$ cat src/sv/assert_macros.svh
// Assertion macros used by the queue block's controller.
`ifndef ASSERT_MACROS_SVH
`define ASSERT_MACROS_SVH

// Property holds at every clock edge outside reset.
`define MRQ_ASSERT(lbl, clk, rstn, prop) \
  lbl: assert property (@(posedge clk) disable iff (!rstn) prop) \
    else $error("queue block: property violated");

// Antecedent in one cycle implies consequent in the next.
`define MRQ_ASSERT_NEXT(lbl, clk, rstn, ante, cons) \
  lbl: assert property (@(posedge clk) disable iff (!rstn) (ante) |=> (cons)) \
    else $error("queue block: next-cycle property violated");

`endif

$ cat src/sv/mrq_pkg.sv
// Package: beat types, operation and status codes, controller command types.
`timescale 1ns / 1ps
`default_nettype none

package mrq_pkg;

  localparam logic [1:0] FUNC_ENQ = 2'd0;
  localparam logic [1:0] FUNC_DEQ = 2'd1;
  localparam logic [1:0] FUNC_OCC = 2'd2;

  localparam logic [1:0] ST_OK       = 2'd0;
  localparam logic [1:0] ST_OVERFLOW = 2'd1;
  localparam logic [1:0] ST_EMPTY    = 2'd2;

  localparam logic [3:0] QIU_RESET = 4'd8;

  typedef struct packed {
    logic [1:0]  func;
    logic [2:0]  queue_select;
    logic [31:0] descriptor_in;
  } in_beat_t;

  typedef struct packed {
    logic [1:0]  status;
    logic [31:0] descriptor_out;
    logic [2:0]  source_queue;
    logic [10:0] occupancy;
  } out_beat_t;

  // controller -> datapath
  typedef struct packed {
    logic load;
    logic exec;
    logic finish;
  } mrq_cmd_t;

  // datapath -> controller
  typedef struct packed {
    logic deq_hit;
  } mrq_sts_t;

endpackage

`default_nettype wire

$ cat src/sv/mrq_ctrl.sv
// Controller: sequences accept, execute, store read and result beat.
`timescale 1ns / 1ps
`default_nettype none
`include "assert_macros.svh"

module mrq_ctrl (
  input  wire logic              clk,
  input  wire logic              rst_n,
  input  wire logic              in_valid,
  output logic                   in_stall,
  output logic                   out_valid,
  input  wire logic              out_stall,
  input  wire mrq_pkg::mrq_sts_t sts,
  output mrq_pkg::mrq_cmd_t      cmd
);

  typedef enum logic [1:0] {
    S_IDLE,
    S_EXEC,
    S_RDWAIT,
    S_SEND
  } state_t;

  state_t state_r, state_nxt;
  logic   in_stall_r;
  logic   out_valid_r;

  assign cmd.load   = (state_r == S_IDLE) && in_valid && !in_stall_r;
  assign cmd.exec   = (state_r == S_EXEC);
  assign cmd.finish = (state_r == S_RDWAIT);

  always_comb begin
    state_nxt = state_r;
    case (state_r)
      S_IDLE: begin
        if (cmd.load) begin
          state_nxt = S_EXEC;
        end
      end
      S_EXEC: begin
        // a successful dequeue passes through S_RDWAIT for the store read
        state_nxt = sts.deq_hit ? S_RDWAIT : S_SEND;
      end
      S_RDWAIT: begin
        state_nxt = S_SEND;
      end
      S_SEND: begin
        if (!out_stall) begin
          state_nxt = S_IDLE;
        end
      end
      default: begin
        state_nxt = S_IDLE;
      end
    endcase
  end

  always_ff @(posedge clk) begin
    if (!rst_n) begin
      state_r     <= S_IDLE;
      in_stall_r  <= 1'b1;
      out_valid_r <= 1'b0;
    end else begin
      state_r     <= state_nxt;
      in_stall_r  <= (state_nxt != S_IDLE);
      out_valid_r <= (state_nxt == S_SEND);
    end
  end

  assign in_stall  = in_stall_r;
  assign out_valid = out_valid_r;

  `MRQ_ASSERT(a_hold_input_while_sending, clk, rst_n, out_valid_r |-> in_stall_r)
  `MRQ_ASSERT_NEXT(a_accept_stalls_input, clk, rst_n, cmd.load, in_stall_r && !out_valid_r)
  `MRQ_ASSERT_NEXT(a_read_then_send, clk, rst_n, cmd.finish, out_valid_r)

endmodule

`default_nettype wire

$ cat config.mk
export PLATFORM = sky130hd
export DESIGN_NAME = mrq_ctrl
export DESIGN_NICKNAME = d
export VERILOG_FILES = /design/src/sv/mrq_pkg.sv /design/src/sv/mrq_ctrl.sv
export VERILOG_INCLUDE_DIRS = /design/src /design/src/sv
export SDC_FILE = /design/constraint.sdc
export NUM_CORES = 1
export LEC_CHECK = 0
export BUFFER_PORTS_ARGS = -buffer_cell sky130_fd_sc_hd__buf_4
export CAP_MARGIN = 40
export CORE_AREA = 2 2 39 41
export DETAILED_ROUTE_END_ITERATION = 8
export DIE_AREA = 0 0 41 43
export HOLD_SLACK_MARGIN = 0.1
export MAX_ROUTING_LAYER = met4
export PLACE_DENSITY = 0.37
export SLEW_MARGIN = 20
export SYNTH_ARGS = -nofsm -noshare
export SYNTH_HDL_FRONTEND = slang
export SYNTH_SLANG_ARGS = --single-unit
$ cat constraint.sdc
create_clock -name clk -period 1.2 [get_ports clk]
set_input_delay 0.24 -clock clk [delete_from_list [all_inputs] [get_ports clk]]
set_output_delay 0.24 -clock clk [all_outputs]
set_load 0.02 [all_outputs]
## Yosys cells after proc, flatten, opt, wreduce, memory -nomap -nowiden

Index checks and enable logic that the tools add are counted.

- Register bits after elaboration: 4
- Input port bits: 5
- Word-level logic and storage cells: 16

- Equality and inequality tests: 4
- Mux-type cells: 4
- Reductions and logical operators: 5

Operator list:

| kind | number |
|---|---|
| $pmux W2 S4 | 1 |
| $eq A2 B2 Y1 const B | 3 |
| $mux W2 | 2 |
| $eq A2 B1 Y1 const B | 1 |
| $logic_and A1 B1 Y1 | 2 |
| $logic_not A2 Y1 | 1 |
| $reduce_bool A2 Y1 | 1 |
| $logic_not A1 Y1 | 1 |
| $mux W1 | 1 |

## Depth between registers and ports, before layout

Gate-level depths: netlist of run 1.

- Word-level depth: 6
- Gate-level depth with buffers: 3

## Least setup slack after synthesis of run 1

OpenSTA, ideal clock, no wires.

- Path kind: flip-flop to output port
- From: register in_stall_r (netlist: in_stall)
- To: output cmd[2] in the netlist's numbering
- Data arrival time: 1.005 ns
- Data required time: 0.960 ns
- Path slack: -0.045 ns
- Stages on the path, launching flop included: 3
- Cell sequence: dfxtp_1 nand2b_1 nor3_1

RTL lines:

| element | line | source |
|---|---|---|
| start, declared | mrq_ctrl.sv:25 | `logic in_stall_r;` |
| start signal, assigned | mrq_ctrl.sv:65 | `in_stall_r <= (state_nxt != S_IDLE);` |
| end, declared | mrq_ctrl.sv:14 | `output mrq_pkg::mrq_cmd_t cmd` |

==> results.cfg, run 1 <==
[worst_setup_path]
worstPathCellList = nand2b_4 -> nor3_2 -> buf_4
startpoint = in_stall
critPathKind = flip-flop to output port
cp.arrival_ns = 0.94
cp_top_family = flip-flops
r2r-start = state_r[1]
end_kind = output port
critPathSlowestCell = dfxtp_2
worstPathRequired_ns = 0.96
cp_num_buf_inv = 1
cp_slowest_stage_delay_ns = 0.31
start_kind = flip-flop
path_max_fanout = 3

[global_routing]
gr-total-overflow = 0
gr-usage-all-layers_pct = 5.870
grt_pass1_wl_um = 627
grt_antenna_before_repair = 0
grt_max_degree = 8
grt_pass1_vias = 153

[synthesis]
ys_ff_latch = 4
synth_xor_xnor_area_share_pct = 0
synth_area_um2 = 178.9
synth-simple-area-share_pct = 32.17
synth_compound_area_share_pct = 13.29
synth.area.mux_share_pct = 5.594
yosysSeqAreaShare_pct = 44.76
synth_area_per_cell_um2 = 8.946
synth_cells = 20
synth_top_family_by_area = simple AND/OR/NAND/NOR gates
synthAdderAreaFrac_pct = 0
synth_fp_nets = 25
synthDistinctLibCells = 14
ys_warn_count = 0

[cells_and_area]
nFillCells = 165
area_growth_pct = 74.13
num_antenna_cells = 0
final_area_um2 = 311.5
fin_nets = 39
instances_no_fill = 48
final_common_cell = buf_4
post-route-util_pct = 22.51
drive_above_1_share_pct = 53.13
layout_common_cells = 8 x buf_4, 3 x clkbuf_4, 2 x inv_1, 2 x nor2_1, 2 x dfxtp_2

[die]
start_util_pct = 12.93
die_w_um = 41
core_area_um2 = 1384
fp.dieArea_um2 = 1763
ios = 10
rows = 14
die_h_um = 43

[power]
irDropWorstVdd_uv = 434.7
p_total_mw = 0.5245
p_leak_nw = 0.1508
powerDensity_nw_per_um2 = 1684

[timing]
setup_ws_ns = 0.01679
hold_viol = 0
fin_skew_ns = 0.005946
rsz0062_at_grt = yes
setup_viol = 0
finalMaxSlewViolations = 0
whs_ns = 0.2811
period_share_pct = 98.60
worstMarginPinSlew_ns = 0.2244
fin_crit_ns = 1.183
max_freq_ghz = 0.8452
slew_headroom_pct = 85.04
finalSetupTns_ns = 0

[clock_network]
clkSlewWorstSetupHoldPaths_ns = 0.04
cts_buffers = 3
cts_hold_buf = 0
cts_tree = built
cts_buffer_depth = 2
insertion_delay_ns = 0.23
post-cts-setup-buffers = 0
clock-sinks = 4
cts-root-buf = clkbuf_4
cts_resized = 5
cts_max_level = 1

[drt]
vias = 181
drt-total-wl_um = 407
drtIter0Drc = 3
wl_per_cell_um = 8.479
route.detailed.drc = 0
avgViaCountPerCell = 3.771
first_pass_iters = 2
drt.antenna.violating_nets = 0

[flow_run]
drv_cap = 0

[min_path]
min_from = rst_n
min_path_type = input port to flip-flop

[placed_design]
place_inst = 45
io_buffer_count = 9
dp_slack_ns = 0.1641
dpl.hpwl_um = 301.7
placed_cell_area_um2 = 271.5
routabilityCongestion = 0.6128

[status]
status = completed
## routing by layer
layer,vias up,part of all wire (%),GRT usage (%)
met5,-,0,-
met4,0,0,4.000
met3,0,11,4.712
met2,8,42,5.938
met1,80,46,7.419
li1,93,-,-
## tightest hold or removal path: stages
cell and delay [ns]:
buf_4 0.07, inv_1 0.06, nor2_1 0.10
## path summary, 6_finish.rpt
check,to,slack (ns),depth (start not counted)
setup / recovery,cmd[2],0.02,3
hold / removal,out_valid,0.28,3
setup reg to reg,out_valid,0.26,3
hold reg to reg,state_r[0],0.52,1
## kinds of logic after synthesis
group                  count (synthesis)
AO/OA/AOI/OAI                          3
buffers and inverters                  2
flip-flops                             4
multiplexers                           1
AND/OR/NAND/NOR                       10
## flip-flops by register name (all words and copies together), names as in the netlist
| signal | count |
|---|---|
| in_stall | 1 |
| state_r | 2 |
| out_valid | 1 |
## final cells by class
cell class                      count  area, um^2  share of cell area (%)
Timing Repair Buffer                9       71.32                   22.89
Tap cell                           16       20.02                   6.426
Inverter                            2       7.507                   2.410
Multi-Input combinational cell     14       103.9                   33.33
Clock buffer                        3       22.52                   7.229
Sequential cell                     4       86.33                   27.71
## power by group
| group | total [mW] | internal [mW] | leakage (nW) | switching (mW) |
|---|---|---|---|---|
| Sequential | 0.191 | 0.164 | 0.0339 | 0.0270 |
| Clock | 0.164 | 0.112 | 0.0138 | 0.0521 |
| Combinational | 0.170 | 0.0891 | 0.103 | 0.0808 |
## cell usage after synthesis
cell / number / share of area [%]
dfxtp_1: 4 / 45
inv_1: 2 / 4.2
nand2b_1: 2 / 7.0
nor2_1: 2 / 4.2
a21o_1: 1 / 4.2
a221oi_1: 1 / 4.9
a22oi_1: 1 / 4.2
and2b_1: 1 / 4.2
mux2i_1: 1 / 5.6
nand2_1: 1 / 2.1
nand3b_1: 1 / 4.2
nor2b_1: 1 / 3.5
nor3_1: 1 / 2.8
nor3b_1: 1 / 4.2
No activity file was read; power rests on OpenSTA's default activity.
==> run 2, diff against run 1 <==
--- a/config.mk
+++ b/config.mk
@@ -14,7 +14,7 @@
 export HOLD_SLACK_MARGIN = 0.1
 export MAX_ROUTING_LAYER = met4
 export PLACE_DENSITY = 0.37
-export SLEW_MARGIN = 20
+export SLEW_MARGIN = 5
 export SYNTH_ARGS = -nofsm -noshare
 export SYNTH_HDL_FRONTEND = slang
 export SYNTH_SLANG_ARGS = --single-unit
==> constraint.sdc (replaced) <==
create_clock -name clk -period 1.4 [get_ports clk]
set_input_delay 0.28 -clock clk [delete_from_list [all_inputs] [get_ports clk]]
set_output_delay 0.28 -clock clk [all_outputs]
set_load 0.02 [all_outputs]
==> run 2 against run 1 <==
Against the previous run:
- global-route usage increased by 0.81 points
- register-to-register slack better by 0.14 ns
- wire length down 0.25%
- hold slack better by 0.033 ns
- sequential share of layout area about the same
- cell area fell by 7.2%
- sequential cell count is the same
- combinational power is 21% lower
- utilization decreased by 1.6 points
- sequential power is 18% lower
- setup slack improved by 0.064 ns
- largest cell class unchanged
==> results.cfg, run 2 (synthesis results as in run 1) <==
[global_routing]
gr-usage-all-layers_pct = 6.680
grt_pass1_vias = 174
grt_pass1_wl_um = 683
grt_max_degree = 8
grt_antenna_before_repair = 0
gr-total-overflow = 0

[worst_setup_path]
start_kind = flip-flop
critPathKind = flip-flop to output port
end_kind = output port
path_max_fanout = 7
r2r_cells = 3
r2r_slack_ns = 0.40
worstPathRequired_ns = 1.12
r2r_end = out_valid
cp.arrival_ns = 1.04
r2r-start = state_r[1]

[placed_design]
routabilityCongestion = 0.6388
io_buffer_count = 9
dpl.hpwl_um = 315.8

[timing]
rsz0062_at_grt = no
fin_skew_ns = 0.004873
fin_crit_ns = 1.319
worstMarginPinSlew_ns = 0.2222
setup_viol = 0
hold_viol = 0
max_freq_ghz = 0.7583
period_share_pct = 94.19
finalMaxSlewViolations = 0
slew_headroom_pct = 85.17
finalSetupTns_ns = 0

[cells_and_area]
regMostFlops = state_r
drive_above_1_share_pct = 37.50
area_growth_pct = 61.54
post-route-util_pct = 20.89
nFillCells = 166
largest_register_ffs = 2
fin_nets = 39
layout_common_cells = 9 x buf_4, 4 x dfxtp_1, 3 x clkbuf_4
multi_input_area_um2 = 91.34
final_common_cell = buf_4
seqCellArea_um2 = 80.08
num_antenna_cells = 0

[flow_run]
drv_cap = 0

[die]
core_area_um2 = 1384
die_h_um = 43
fp.dieArea_um2 = 1763
ios = 10
die_w_um = 41
rows = 14
start_util_pct = 12.93

[clock_network]
post-cts-setup-buffers = 0
cts_hold_buf = 0
cts_tree = built
cts_buffers = 3
cts_buffer_depth = 2
clkSlewWorstSetupHoldPaths_ns = 0.03
cts_resized = 0
cts_max_level = 1
clock-sinks = 4
insertion_delay_ns = 0.24
cts-root-buf = clkbuf_4

[drt]
wl_per_cell_um = 8.458
drtIter0Drc = 1
first_pass_iters = 2
vias = 177
avgViaCountPerCell = 3.688
drt-total-wl_um = 406
route.detailed.drc = 0
drt.antenna.violating_nets = 0

[min_path]
min_to = out_valid
min_from = rst_n
min_path_cells = 3
min_path_type = input port to flip-flop

[power]
p_leak_nw = 0.1384
powerDensity_nw_per_um2 = 1503
irDropWorstVdd_uv = 510.3

[status]
status = completed
## run 2: changes by cell type in the layout (fill, tap and decap cells not counted)
cell / change
dfxtp_4: -1
buf_6: -1
nand2b_4: -1
nand2b_1: +1
nor3_1: +1
dfxtp_2: -2
dfxtp_1: +3
buf_4: +1
nor3_2: -1
## run 2: power by group
| group | leakage [nW] | switching [mW] | internal (mW) | total, mW |
|---|---|---|---|---|
| logic | 0.0915 | 0.0675 | 0.0669 | 0.134 |
| registers | 0.0331 | 0.0216 | 0.136 | 0.157 |
| clock network | 0.0138 | 0.0468 | 0.0958 | 0.143 |
## run 2: worst max-delay path by stage
stage / cells after the start / start / endpoint
floorplan: 2 / in_stall / cmd[2]
global placement: 3 / in_stall / cmd[2]
detailed placement: 2 / state_r[1] / cmd[1]
CTS: 2 / state_r[1] / cmd[1]
global route: 3 / in_stall / cmd[2]
finish: 2 / state_r[1] / cmd[1]
## run 2: routing by layer
layer | global-route usage, % | vias up | part of all wire [%]
li1 | - | 93 | -
met1 | 7.051 | 71 | 44
met2 | 6.563 | 11 | 35
met3 | 5.236 | 2 | 18
met4 | 8.000 | 0 | 1.5
met5 | - | - | 0
## run 2: area by class of cell
type | instances | share of cell area [%]
repair buffers | 9 | 23.38
well taps | 16 | 6.926
inverters | 2 | 2.597
multi-input cells | 14 | 31.60
flip-flops and latches | 4 | 27.71
clock buffers | 3 | 7.792
## run 2: metrics by stage
step                power, mW  area (um^2)  cells  setup WS [ns]  hold slack, ns
floorplan              0.2382        178.9     20         0.1152          0.4421
global placement       0.2953        266.5     45         0.3240          0.5641
detailed placement     0.2951        266.5     45         0.3203          0.5619
CTS                    0.4445        289.0     48        0.07010          0.3169
global route           0.4664        289.0     48        0.02172          0.3403
finish                 0.4345        289.0     48        0.08128          0.3140
## run 2: worst max-delay path, cell delays in order (launching register included)
cell and delay (ns):
dfxtp_1 0.43, and2b_1 0.22, buf_4 0.15
==> run 3, diff against run 2 <==
--- a/config.mk
+++ b/config.mk
@@ -6,6 +6,7 @@
 export SDC_FILE = /design/constraint.sdc
 export NUM_CORES = 1
 export LEC_CHECK = 0
+export ABC_AREA = 1
 export BUFFER_PORTS_ARGS = -buffer_cell sky130_fd_sc_hd__buf_4
 export CAP_MARGIN = 40
 export CORE_AREA = 2 2 39 41
==> run 3 against run 2 <==
Against the previous run:
- via count rose by 3.4%
- clock power barely moved
- largest power group is now combinational logic
- first-iteration DRC count rose by 100%
- count of clock-buffer cells in the layout did not move
- cell count rose by 17%
- register-to-register slack improved by 0.13 ns
- hold slack got worse by 0.073 ns
==> results.cfg, run 3 <==
[clock_network]
clkSlewWorstSetupHoldPaths_ns = 0.04
cts_tree = built
post-cts-setup-buffers = 0
cts_buffers = 3
cts_buffer_depth = 2
cts-root-buf = clkbuf_4
clock-sinks = 4
cts_max_level = 1
cts_hold_buf = 0
cts_resized = 0
insertion_delay_ns = 0.23

[worst_setup_path]
cp_slowest_stage_delay_ns = 0.39
r2r_end = state_r[0]
path_max_fanout = 5
critPathKind = flip-flop to output port
cp.arrival_ns = 0.97
r2r-start = state_r[0]
r2r_cells = 5
critPathSlowestCell = dfxtp_1
cp_num_buf_inv = 2
cp_top_family = flip-flops
worstPathRequired_ns = 1.12
end_kind = output port
r2r_slack_ns = 0.53
start_kind = flip-flop
worstPathCellList = nor2_1 -> nand2_1 -> inv_1 -> buf_4

[drt]
vias = 183
first_pass_iters = 2
drt-total-wl_um = 378
avgViaCountPerCell = 3.268
drtIter0Drc = 2
route.detailed.drc = 0
drt.antenna.violating_nets = 0
wl_per_cell_um = 6.750

[timing]
setup_viol = 0
hold_viol = 0
fin_crit_ns = 1.253
finalSetupTns_ns = 0
slew_headroom_pct = 88.99
fin_skew_ns = 0.0003613
finalMaxSlewViolations = 0
period_share_pct = 89.50
rsz0062_at_grt = no
max_freq_ghz = 0.7980
worstMarginPinSlew_ns = 0.1649

[cells_and_area]
instances_no_fill = 56
seqCellArea_um2 = 80.08
post-route-util_pct = 20.89
multi_input_area_um2 = 68.82
regMostFlops = state_r
nFillCells = 163
drive_above_1_share_pct = 37.50
area_growth_pct = 61.54
layout_common_cells = 9 x buf_4, 7 x nand2_1, 6 x inv_1, 5 x nor2_1, 4 x dfxtp_1
num_antenna_cells = 0
fin_nets = 47
final_common_cell = buf_4
largest_register_ffs = 2
final_area_um2 = 289.0

[synthesis]
synth_cells = 28
synth_fp_nets = 33
synth-edff-count = 0
ys_top_cells_by_count = 7 x nand2_1, 6 x inv_1, 5 x nor2_1
ys_ff_latch = 4
synthTopCellsByArea = dfxtp_1 45%, nand2_1 15%, inv_1 13%
async_reset_ff_share_pct = 0
yosysSeqAreaShare_pct = 44.76
synth_area_um2 = 178.9
synth_top_flop_cell = dfxtp_1
synth_area_per_cell_um2 = 6.390
synthDistinctLibCells = 8
yosysTopAreaCell = dfxtp_1
yosys.area.top_type_share_pct = 44.76
synth.most_common_cell = nand2_1
ys_warn_count = 0

[power]
power.share.sequential_pct = 33.9
comb_power_share_pct = 36.1
switching_share_pct = 34.43
irDropWorstVdd_uv = 338.0
switchingPower_mw = 0.1623
clkPwrFrac_pct = 30.1
p_leak_nw = 0.1737
intPower_mw = 0.3090
powerDensity_nw_per_um2 = 1631

[die]
core_area_um2 = 1384
fp.dieArea_um2 = 1763
die_w_um = 41
die_h_um = 43
start_util_pct = 12.93
ios = 10
rows = 14

[min_path]
min_path_type = input port to flip-flop
min_to = state_r[0]
min_path_cells = 3
min_from = rst_n

[global_routing]
grt_pass1_wl_um = 538
gr-total-overflow = 0
grt_pass1_vias = 148
gr-usage-all-layers_pct = 5.458
grt_antenna_before_repair = 0
grt_max_degree = 6

[placed_design]
place_inst = 53
routabilityCongestion = 0.6469
io_buffer_count = 9
placed_cell_area_um2 = 266.5
dpl.hpwl_um = 309.5

[status]
status = completed

[flow_run]
drv_cap = 0
run 3: cell count changes after synthesis, moves of 2 or more:
cell | before | now
nand2_1 | 1 | 7
inv_1 | 2 | 6
nor2_1 | 2 | 5
inv_2 | 0 | 2
nand2b_1 | 2 | 0
nand3_1 | 0 | 2
run 3: kinds of logic (layout without fill, tap and decap cells):
kind of cell,Yosys count,after routing,share of synthesized area (%)
AO/OA/AOI/OAI,2,2,7.691
AND/OR/NAND/NOR,14,14,30.77
flip-flops,4,4,44.76
buffers and inverters,8,20,16.78
run 3: layout make-up:
cell class,instances,share of cell area (%)
clock buffers,3,7.792
repair buffers,9,23.38
multi-input cells,16,23.81
well taps,16,6.926
flip-flops and latches,4,27.71
inverters,8,10.39
run 3: through the flow:
step | power, mW | setup slack [ns] | hold WS (ns)
floorplan | 0.2653 | 0.4149 | 0.3776
global placement | 0.3372 | 0.3843 | 0.4751
detailed placement | 0.3343 | 0.3813 | 0.4796
CTS | 0.4859 | 0.1248 | 0.2321
global route | 0.5076 | 0.05303 | 0.2382
finish | 0.4713 | 0.1469 | 0.2408
run 3: power by group through the flow:
stage	clock, mW	combinational [mW]	sequential [mW]
2_1_floorplan	0	0.0904	0.175
3_3_place_gp	0	0.174	0.163
3_5_place_dp	0	0.172	0.162
4_1_cts	0.153	0.173	0.160
5_1_grt	0.157	0.188	0.163
6_report	0.142	0.170	0.160
run 3: worst max-delay path by stage:
stage	slack, ns	from	cells after the start	endpoint
global route	0.05	state_r[0]	4	cmd[2]
floorplan	0.41	state_r[1]	2	cmd[0]
finish	0.15	state_r[0]	4	cmd[2]
detailed placement	0.38	in_valid	6	cmd[2]
global placement	0.38	state_r[0]	4	cmd[2]
CTS	0.12	state_r[0]	4	cmd[2]
run 3: metal layers:
layer	vias up	part of all wire, %	track usage, %
li1	105	-	-
met1	72	45	5.806
met2	6	43	5.313
met3	0	12	4.712
met4	0	0	6.000
met5	-	0	-
run 3: worst reg2reg max path, delay by kind of cell, from the launching register on:
kind          cells  cell delay [ns]
buf+inv           1             0.03
flops             1             0.39
simple gates      4             0.35
